===== src/hw/rtl/brhp_pkg.sv =====
// brhp_pkg: shared types, codes and character constants for the byte range parser
// used by brhp_parse, brhp_eval, byte_range_header_parser and brhp_checker
`default_nettype none

package brhp_pkg;

	localparam int SIZE_BITS = 48;

	typedef logic [SIZE_BITS-1:0] val_t;

	localparam val_t VAL_MAX = '1;

	// number field phases
	localparam logic [1:0] PH_SKIP   = 2'd0;
	localparam logic [1:0] PH_SIGN   = 2'd1;
	localparam logic [1:0] PH_DIGITS = 2'd2;
	localparam logic [1:0] PH_STOP   = 2'd3;

	// result status codes
	localparam logic [1:0] ST_WHOLE   = 2'd0;
	localparam logic [1:0] ST_PARTIAL = 2'd1;
	localparam logic [1:0] ST_UNSAT   = 2'd2;

	localparam logic [2:0] PREFIX_LEN = 3'd6;

	localparam logic [7:0] CH_COMMA = 8'h2c;
	localparam logic [7:0] CH_DASH  = 8'h2d;
	localparam logic [7:0] CH_PLUS  = 8'h2b;
	localparam logic [7:0] CH_SPACE = 8'h20;
	localparam logic [7:0] CH_TAB   = 8'h09;
	localparam logic [7:0] CH_LF    = 8'h0a;
	localparam logic [7:0] CH_VT    = 8'h0b;
	localparam logic [7:0] CH_FF    = 8'h0c;
	localparam logic [7:0] CH_CR    = 8'h0d;
	localparam logic [7:0] CH_ZERO  = 8'h30;
	localparam logic [7:0] CH_NINE  = 8'h39;

	typedef struct packed {
		logic [1:0] phase;
		val_t       value;
		logic       nonblank;
		logic       negative;
	} num_t;

	// parse result handed to the evaluation pipeline
	typedef struct packed {
		logic ok;
		logic first_nb;
		logic second_nb;
		val_t first_value;
		val_t second_value;
		val_t total;
		val_t total_m1;
	} snap_t;

	typedef struct packed {
		logic ok;
		logic total_zero;
		logic first_nb;
		logic second_nb;
		logic s_ge_total;
		val_t first_value;
		val_t total;
		val_t n;
		val_t e;
	} eval_t;

	// expected character of "bytes=" at a prefix position
	function automatic logic [7:0] prefix_char(input logic [2:0] pos);
		logic [7:0] ch;
		unique case (pos)
			3'd0: ch = 8'h62;
			3'd1: ch = 8'h79;
			3'd2: ch = 8'h74;
			3'd3: ch = 8'h65;
			3'd4: ch = 8'h73;
			default: ch = 8'h3d;
		endcase
		return ch;
	endfunction

	function automatic logic is_space(input logic [7:0] c);
		return (c == CH_SPACE) || (c == CH_TAB) || (c == CH_LF) || (c == CH_VT) ||
			(c == CH_FF) || (c == CH_CR);
	endfunction

endpackage

`default_nettype wire


===== src/hw/rtl/brhp_parse.sv =====
// brhp_parse: per-beat prefix match and number accumulation state of the range parser
// depends on brhp_pkg; gives the parse snapshot of the beat being accepted
`default_nettype none

module brhp_parse (
	input  wire logic            clk,
	input  wire logic            arst_n,
	input  wire logic            take,
	input  wire logic [7:0]      header_byte,
	input  wire logic            last_byte,
	input  wire logic            empty_value,
	input  wire brhp_pkg::val_t  total_size,
	output brhp_pkg::snap_t      snap
);

	logic [2:0]     pos_q, pos_n;
	logic           failed_q, failed_n;
	logic           comma_q, comma_n;
	logic           dash_q, dash_n;
	brhp_pkg::num_t first_q, first_n;
	brhp_pkg::num_t second_q, second_n;

	function automatic brhp_pkg::num_t feed_number(input logic [7:0] c,
		input brhp_pkg::num_t cur);
		brhp_pkg::num_t                r;
		logic                          digit;
		logic [3:0]                    d;
		logic [brhp_pkg::SIZE_BITS+3:0] acc;
		r     = cur;
		digit = (c >= brhp_pkg::CH_ZERO) && (c <= brhp_pkg::CH_NINE);
		d     = c[3:0];
		acc   = {1'b0, cur.value, 3'b000} + {3'b000, cur.value, 1'b0} +
			(brhp_pkg::SIZE_BITS+4)'(d);
		if (c != brhp_pkg::CH_SPACE && c != brhp_pkg::CH_TAB)
			r.nonblank = 1'b1;
		unique case (cur.phase)
			brhp_pkg::PH_SKIP: begin
				if (brhp_pkg::is_space(c)) begin
					r.phase = brhp_pkg::PH_SKIP;
				end else if (c == brhp_pkg::CH_PLUS) begin
					r.phase = brhp_pkg::PH_SIGN;
				end else if (c == brhp_pkg::CH_DASH) begin
					r.phase    = brhp_pkg::PH_SIGN;
					r.negative = 1'b1;
				end else if (digit) begin
					r.value = brhp_pkg::SIZE_BITS'(d);
					r.phase = brhp_pkg::PH_DIGITS;
				end else begin
					r.phase = brhp_pkg::PH_STOP;
				end
			end
			brhp_pkg::PH_SIGN: begin
				if (digit) begin
					r.value = brhp_pkg::SIZE_BITS'(d);
					r.phase = brhp_pkg::PH_DIGITS;
				end else begin
					r.phase = brhp_pkg::PH_STOP;
				end
			end
			brhp_pkg::PH_DIGITS: begin
				if (digit) begin
					// saturate when value*10+d leaves the field
					if (|acc[brhp_pkg::SIZE_BITS+3:brhp_pkg::SIZE_BITS])
						r.value = brhp_pkg::VAL_MAX;
					else
						r.value = acc[brhp_pkg::SIZE_BITS-1:0];
				end else begin
					r.phase = brhp_pkg::PH_STOP;
				end
			end
			default: begin
				r.phase = cur.phase;
			end
		endcase
		return r;
	endfunction

	always_comb begin
		pos_n    = pos_q;
		failed_n = failed_q;
		comma_n  = comma_q;
		dash_n   = dash_q;
		first_n  = first_q;
		second_n = second_q;
		if (header_byte == brhp_pkg::CH_COMMA)
			comma_n = 1'b1;
		if (!failed_q) begin
			if (pos_q < brhp_pkg::PREFIX_LEN) begin
				if (header_byte == brhp_pkg::prefix_char(pos_q))
					pos_n = pos_q + 3'd1;
				else
					failed_n = 1'b1;
			end else if (!dash_q) begin
				if (header_byte == brhp_pkg::CH_DASH)
					dash_n = 1'b1;
				else
					first_n = feed_number(header_byte, first_q);
			end else begin
				second_n = feed_number(header_byte, second_q);
			end
		end
	end

	always_comb begin
		snap.ok = !failed_n && (pos_n == brhp_pkg::PREFIX_LEN) && !comma_n && dash_n &&
			!empty_value;
		snap.first_nb     = first_n.nonblank;
		snap.second_nb    = second_n.nonblank;
		snap.first_value  = first_n.value;
		// negative nonzero counts as saturated
		snap.second_value = (second_n.negative && (|second_n.value)) ?
			brhp_pkg::VAL_MAX : second_n.value;
		snap.total        = total_size;
		snap.total_m1     = total_size - brhp_pkg::SIZE_BITS'(1);
	end

	always_ff @(posedge clk or negedge arst_n) begin
		if (!arst_n) begin
			pos_q    <= '0;
			failed_q <= 1'b0;
			comma_q  <= 1'b0;
			dash_q   <= 1'b0;
			first_q  <= '0;
			second_q <= '0;
		end else if (take) begin
			if (last_byte || empty_value) begin
				pos_q    <= '0;
				failed_q <= 1'b0;
				comma_q  <= 1'b0;
				dash_q   <= 1'b0;
				first_q  <= '0;
				second_q <= '0;
			end else begin
				pos_q    <= pos_n;
				failed_q <= failed_n;
				comma_q  <= comma_n;
				dash_q   <= dash_n;
				first_q  <= first_n;
				second_q <= second_n;
			end
		end
	end

endmodule

`default_nettype wire


===== src/hw/rtl/brhp_eval.sv =====
// brhp_eval: two-stage range evaluation (clamp and compare, then subtract) with output register
// depends on brhp_pkg; fed by the parse snapshot stage of the top level
`default_nettype none

module brhp_eval (
	input  wire logic            clk,
	input  wire logic            arst_n,
	input  wire logic            snap_valid,
	input  wire brhp_pkg::snap_t snap,
	output logic                 snap_ready,
	output logic                 out_valid,
	input  wire logic            out_ready,
	output logic [1:0]           status,
	output brhp_pkg::val_t       range_start,
	output brhp_pkg::val_t       range_length
);

	brhp_pkg::eval_t ev_next, ev_s3;
	logic            valid_s3;
	logic            out_free;
	logic            out_valid_q;
	logic [1:0]      status_q, status_n;
	brhp_pkg::val_t  start_q, start_n;
	brhp_pkg::val_t  length_q, length_n;
	brhp_pkg::val_t  tail_start, span;
	logic            e_lt_s;

	assign out_free   = !out_valid_q || out_ready;
	assign snap_ready = !valid_s3 || out_free;

	always_comb begin
		ev_next.ok          = snap.ok;
		ev_next.total_zero  = (snap.total == '0);
		ev_next.first_nb    = snap.first_nb;
		ev_next.second_nb   = snap.second_nb;
		ev_next.s_ge_total  = (snap.first_value >= snap.total);
		ev_next.first_value = snap.first_value;
		ev_next.total       = snap.total;
		ev_next.n           = (snap.second_value < snap.total) ? snap.second_value : snap.total;
		ev_next.e           = (snap.second_nb && (snap.second_value < snap.total_m1)) ?
			snap.second_value : snap.total_m1;
	end

	always_ff @(posedge clk or negedge arst_n) begin
		if (!arst_n)
			valid_s3 <= 1'b0;
		else if (snap_ready)
			valid_s3 <= snap_valid;
	end

	always_ff @(posedge clk) begin
		if (snap_valid && snap_ready)
			ev_s3 <= ev_next;
	end

	assign tail_start = ev_s3.total - ev_s3.n;
	assign span       = ev_s3.e - ev_s3.first_value + brhp_pkg::SIZE_BITS'(1);
	assign e_lt_s     = (ev_s3.e < ev_s3.first_value);

	always_comb begin
		status_n = brhp_pkg::ST_WHOLE;
		start_n  = '0;
		length_n = ev_s3.total;
		if (ev_s3.ok) begin
			priority if (ev_s3.total_zero) begin
				status_n = brhp_pkg::ST_UNSAT;
			end else if (!ev_s3.first_nb) begin
				// suffix form
				if (ev_s3.second_nb) begin
					if (ev_s3.n == '0) begin
						status_n = brhp_pkg::ST_UNSAT;
					end else begin
						status_n = brhp_pkg::ST_PARTIAL;
						start_n  = tail_start;
						length_n = ev_s3.n;
					end
				end
			end else if (ev_s3.s_ge_total || e_lt_s) begin
				status_n = brhp_pkg::ST_UNSAT;
			end else begin
				status_n = brhp_pkg::ST_PARTIAL;
				start_n  = ev_s3.first_value;
				length_n = span;
			end
		end
		if (status_n == brhp_pkg::ST_UNSAT) begin
			start_n  = '0;
			length_n = '0;
		end
	end

	always_ff @(posedge clk or negedge arst_n) begin
		if (!arst_n)
			out_valid_q <= 1'b0;
		else if (out_free)
			out_valid_q <= valid_s3;
	end

	always_ff @(posedge clk) begin
		if (valid_s3 && out_free) begin
			status_q <= status_n;
			start_q  <= start_n;
			length_q <= length_n;
		end
	end

	assign out_valid    = out_valid_q;
	assign status       = status_q;
	assign range_start  = start_q;
	assign range_length = length_q;

endmodule

`default_nettype wire


===== src/hw/rtl/byte_range_header_parser.sv =====
// byte_range_header_parser: top level of the single byte-range Range header parser
// depends on brhp_pkg, brhp_parse and brhp_eval
//
// The input channel carries one character of the header value per beat, with last_byte
// on the final character and total_size valid on that beat. A beat with empty_value set
// stands for an absent or empty header and ends the value at once. Every final or empty
// beat gives exactly one result beat on the output channel (status, range_start,
// range_length); other beats give none.
// Throughput is one beat per cycle while in_ready is high: the parse state advances on
// every accepted beat and the accumulate (times ten plus digit, with saturation)
// finishes in that cycle. After the final beat is accepted, its result passes through a
// snapshot stage, a clamp/compare stage and a subtract stage that loads the output
// register. The stages hold results independently, so input beats keep flowing while a
// result waits; in_ready drops only when all three result stages are full and out_ready
// is low.
// Reset clears the parse state and all stage valids; no result is pending after reset,
// and every result also returns the parse state to its reset value.
`default_nettype none

module byte_range_header_parser (
	input  wire logic           clk,
	input  wire logic           arst_n,
	input  wire logic           in_valid,
	output logic                in_ready,
	input  wire logic [7:0]     header_byte,
	input  wire logic           last_byte,
	input  wire logic           empty_value,
	input  wire brhp_pkg::val_t total_size,
	output logic                out_valid,
	input  wire logic           out_ready,
	output logic [1:0]          status,
	output brhp_pkg::val_t      range_start,
	output brhp_pkg::val_t      range_length
);

	brhp_pkg::snap_t snap_next, snap_s2;
	logic            valid_s2;
	logic            snap_ready;
	logic            take;
	logic            produce;

	assign produce  = last_byte | empty_value;
	assign in_ready = !valid_s2 || snap_ready;
	assign take     = in_valid && in_ready;

	brhp_parse u_parse (
		.clk         (clk),
		.arst_n      (arst_n),
		.take        (take),
		.header_byte (header_byte),
		.last_byte   (last_byte),
		.empty_value (empty_value),
		.total_size  (total_size),
		.snap        (snap_next)
	);

	always_ff @(posedge clk or negedge arst_n) begin
		if (!arst_n)
			valid_s2 <= 1'b0;
		else if (in_ready)
			valid_s2 <= take && produce;
	end

	always_ff @(posedge clk) begin
		if (take && produce)
			snap_s2 <= snap_next;
	end

	brhp_eval u_eval (
		.clk          (clk),
		.arst_n       (arst_n),
		.snap_valid   (valid_s2),
		.snap         (snap_s2),
		.snap_ready   (snap_ready),
		.out_valid    (out_valid),
		.out_ready    (out_ready),
		.status       (status),
		.range_start  (range_start),
		.range_length (range_length)
	);

endmodule

`default_nettype wire


===== config.mk =====
export PLATFORM = sky130hd
export DESIGN_NAME = byte_range_header_parser
export DESIGN_NICKNAME = d
export VERILOG_FILES = /design/src/hw/rtl/brhp_pkg.sv /design/src/hw/rtl/brhp_parse.sv /design/src/hw/rtl/brhp_eval.sv /design/src/hw/rtl/byte_range_header_parser.sv
export SDC_FILE = /design/constraint.sdc
export NUM_CORES = 2
export LEC_CHECK = 0
export BUFFER_PORTS_ARGS = -buffer_cell sky130_fd_sc_hd__buf_4
export CORE_MARGIN = 2
export CORE_UTILIZATION = 45
export CTS_BUF_LIST = sky130_fd_sc_hd__clkbuf_16
export CTS_CLUSTER_SIZE = 30
export DETAILED_ROUTE_END_ITERATION = 7
export GPL_TIMING_DRIVEN = 0
export PLACE_DENSITY_LB_ADDON = 0.05
export SLEW_MARGIN = 20
export SYNTH_ARGS = -nofsm -noshare
export SYNTH_HDL_FRONTEND = slang
export SYNTH_SLANG_ARGS = --single-unit

===== constraint.sdc =====
create_clock -name clk -period 31 [get_ports clk]
set_clock_uncertainty 0.15 [all_clocks]
set_input_delay 3.1 -clock clk [delete_from_list [all_inputs] [get_ports clk]]
set_output_delay 3.1 -clock clk [all_outputs]
set_load 0.1 [all_outputs]

==> impl_metrics.env <==
export IMPL_post_cts_buffers=0
export IMPL_cts_root_buf="clkbuf_16"
export IMPL_die_h_um=312
export IMPL_hp_class="reg -> reg"
export IMPL_avgSynthCellArea_um2=9.79
export IMPL_dp_slack_ns=21.17
export IMPL_fmax_mhz=108
export IMPL_drt_wirelength_per_cell_um=23.9
export IMPL_seqCellArea_um2=17500
export IMPL_routed_via_density=5.82
export IMPL_syn_nets=4945
export IMPL_cellPowerDensity_nw_per_um2=51.6
export IMPL_multiInputGateArea_um2=23400
export IMPL_worst_skew_pair_late_latency_ns=0.63
export IMPL_fillers=8799
export IMPL_hold_buffers=0
export IMPL_synth_edf_count=490
export IMPL_numPortBuffers=160
export IMPL_drc=0
export IMPL_grt_pass1_wl_um=211000
export IMPL_syn_to_final_growth_pct=12.9
export IMPL_vias=34600
export IMPL_grt_overflow_total=0
export IMPL_gp_congestion=1.01
export IMPL_cp_end_kind="flop"
export IMPL_synth_area_um2=42800
export IMPL_vdd_drop_max_uv=42.3
export IMPL_setup_ws_ns=21.78
export IMPL_arrival_ns=9.35
export IMPL_htreeDepth=3
export IMPL_synth_cell_types=90
export IMPL_die_x_um=312
export IMPL_grt_max_degree=83
export IMPL_clockBufferDepth=3
export IMPL_wirelength_um=142000
export IMPL_design_area_um2=48300
export IMPL_status="finished clean"
export IMPL_std_cell_rows=113
export IMPL_io_pins=162
export IMPL_drv_cap=0
export IMPL_fin_crit_ns=9.22
export IMPL_tightestPinTransition_ns=1.22
export IMPL_p_leak_nw=20.9
export IMPL_layout_drive_gt1_share=0.0951
export IMPL_slew_violations=0
export IMPL_instances_no_fill=5936
export IMPL_netlist_instances=4366
export IMPL_seq_area_frac_synth=0.410
export IMPL_cts_made_buffers=72
export IMPL_relSlewSlack=0.179
export IMPL_synthFlopType="edfxtp_1"
export IMPL_antenna_found_initial=5
export IMPL_hold_viol=0
export IMPL_start_util=0.452
export IMPL_worst_setup_path_type="in -> reg"
export IMPL_post_dp_hpwl_um=117000
export IMPL_drtAntennaViolNets=0
export IMPL_groute_usage_overall=0.288
export IMPL_fin_tns_setup_ns=0
export IMPL_postCtsResizedCells=0
export IMPL_async_flop_share=0.186
export IMPL_cts_tree="done"
export IMPL_die_area_um2=97500
export IMPL_layout_nets=5193
export IMPL_drt_iter0_drc=2525
export IMPL_drt_pass1_iter_count=6
export IMPL_rrSetupSlack_ns=23.98
export IMPL_numClockSinks=602
export IMPL_holdWs_ns=0.279
export IMPL_cts_clk_slew_worst_paths_ns=0.06
export IMPL_placed_area_um2=45900
export IMPL_dpl_cell_count=5805
export IMPL_ys_ff_latch=602
export IMPL_grt_pass1_vias=33800
export IMPL_start_kind="input pin"
export IMPL_critical_path_max_fanout=10
export IMPL_cp_data_required_time_ns=31.13
export IMPL_grt_setup_unrepaired="false"
export IMPL_fin_crit_sh=0.297
export IMPL_yosys_warnings=0
export IMPL_setup_viol_count_final=0
export IMPL_core_area_um2=94600
-- registers in the layout, summed over array words and instances, names as in the netlist --
name,cells
snap_s2,195
u_eval.ev_s3,197
u_eval.out_valid,1
u_eval.range_length,48
u_eval.range_start,48
u_eval.status,2
u_eval.valid_s3,1
u_parse.comma_q,1
u_parse.dash_q,1
u_parse.failed_q,1
u_parse.first_q,51
u_parse.pos_q,3
u_parse.second_q,52
valid_s2,1
-- metal layers --
| metal | track usage | part of all wire |
|---|---|---|
| met1 | 0.387 | 0.44 |
| met3 | 0.0334 | 0.053 |
| met2 | 0.472 | 0.46 |
| met4 | 0.121 | 0.045 |
| met5 | 0 | 0.00024 |
-- Yosys cell counts (11+ instances only) --
master | instances | area share
edfxtp_1 | 490 | 0.34
ha_1 | 488 | 0.14
nand2_1 | 405 | 0.036
inv_1 | 337 | 0.030
o21ai_0 | 328 | 0.038
nor2_1 | 311 | 0.027
a21oi_1 | 305 | 0.036
clkbuf_1 | 128 | 0.011
a21o_1 | 120 | 0.021
xnor2_1 | 119 | 0.024
dfrtp_1 | 112 | 0.066
mux2_2 | 98 | 0.026
xor2_1 | 91 | 0.019
nand4_1 | 78 | 0.011
a22oi_1 | 73 | 0.013
nor3_1 | 62 | 0.0073
nand2b_1 | 61 | 0.0089
nor2b_1 | 52 | 0.0076
nor4_1 | 52 | 0.0076
a31oi_1 | 40 | 0.0059
nand3_1 | 40 | 0.0047
o21bai_1 | 40 | 0.0070
o21a_1 | 38 | 0.0067
o22ai_1 | 38 | 0.0056
o211ai_1 | 31 | 0.0054
fa_1 | 29 | 0.014
or3_1 | 28 | 0.0041
a211oi_1 | 26 | 0.0046
o31ai_1 | 19 | 0.0033
and2_1 | 16 | 0.0023
buf_1 | 16 | 0.0014
o221ai_1 | 16 | 0.0033
a22o_1 | 15 | 0.0031
and3_1 | 15 | 0.0022
o2111ai_1 | 12 | 0.0025
or2_2 | 12 | 0.0018
a221oi_1 | 11 | 0.0023
a31o_2 | 11 | 0.0023
mux2i_1 | 11 | 0.0026
-- cells in the final DEF (no fill, tap or decap), types with 12 or more instances in the layout --
cell type,netlist,routed
nor2_1,311,309
buf_4,7,166
fa_1,29,29
nand2b_1,61,61
and2_1,16,14
and3_1,15,15
o31ai_1,19,18
o211ai_1,31,31
o21ai_0,328,327
xor2_1,91,91
a21oi_1,305,305
ha_1,488,488
or3_1,28,28
buf_1,16,16
a22oi_1,73,73
mux2_2,98,98
o21a_1,38,38
a21o_1,120,120
a31oi_1,40,40
inv_1,337,351
o21bai_1,40,40
a22o_1,15,15
clkinv_1,0,12
o22ai_1,38,38
clkbuf_1,128,128
nand4_1,78,78
xnor2_1,119,119
nor4_1,52,52
dfrtp_1,112,112
o221ai_1,16,16
nor2b_1,52,52
or2_2,12,12
clkbuf_16,0,73
o2111ai_1,12,12
nand3_1,40,40
nand2_1,405,405
a211oi_1,26,26
edfxtp_1,490,490
nor3_1,62,62
-- cells by family (layout without fill, tap and decap cells) --
family,Yosys count,in the layout,synth area share
xor+xnor,210,210,0.0430
compound gates,1242,1242,0.185
other cells,0,2,0
flops,602,602,0.410
simple gates,1188,1188,0.133
fa+ha+maj,517,517,0.156
buf+inv,498,801,0.0446
mux,109,109,0.0284
-- final timing paths --
check                                                startpoint                               to  cells past startpoint
worst min register to register           snap_s2[194]$_DFFE_PP_      u_eval.ev_s3[196]$_DFFE_PP_                      0
worst min-delay path                     snap_s2[194]$_DFFE_PP_      u_eval.ev_s3[196]$_DFFE_PP_                      0
min in group asynchronous                                arst_n  u_parse.first_q[43]$_DFFE_PN0P_                      1
worst max-delay path                             header_byte[3]       snap_s2[140]$_SDFFCE_PP1P_                     20
max in group asynchronous                                arst_n     u_parse.pos_q[0]$_DFFE_PN0P_                      2
worst max register to register  u_parse.second_q[2]$_DFFE_PN0P_       snap_s2[140]$_SDFFCE_PP1P_                     19
-- power by group --
part	switching, mW	total (mW)	internal [mW]
combinational	0.415	0.625	0.210
sequential	0.0590	1.02	0.960
clock	0.350	0.846	0.496
total	0.824	2.49	1.67
-- metrics by stage --
stage          utilization  power, mW
2_1_floorplan            -       1.48
3_3_place_gp         0.481       1.66
3_5_place_dp         0.486       1.65
4_1_cts              0.510       2.50
5_1_grt              0.510       2.60
6_report             0.510       2.49
-- worst max-delay path, stage by stage --
cell,delay (ns)
buf_4,0.17
fa_1,0.57
inv_1,0.06
fa_1,0.44
nand2b_1,0.19
a21oi_1,0.30
o21ai_1,0.20
o211ai_2,0.35
a21oi_1,0.21
o311a_1,0.45
nor3_2,0.56
nand2_1,0.36
clkbuf_1,0.38
o221ai_1,0.53
nand4_1,0.14
nor4_1,0.39
a21o_1,0.19
buf_4,0.23
buf_4,0.25
nand3_1,0.26
-- final cells by class --
| cell class | instances | area share |
|---|---|---|
| diodes | 2 | 0.000104 |
| plain buffers | 161 | 0.0133 |
| clock buffers | 73 | 0.0379 |
| clock inverters | 56 | 0.0103 |
| inverters | 337 | 0.0262 |
| multi-input cells | 3266 | 0.484 |
| flip-flops and latches | 602 | 0.363 |
| well taps | 1265 | 0.0328 |
| repair buffers | 174 | 0.0324 |
Note: power is estimated with default switching activity, not from simulation.
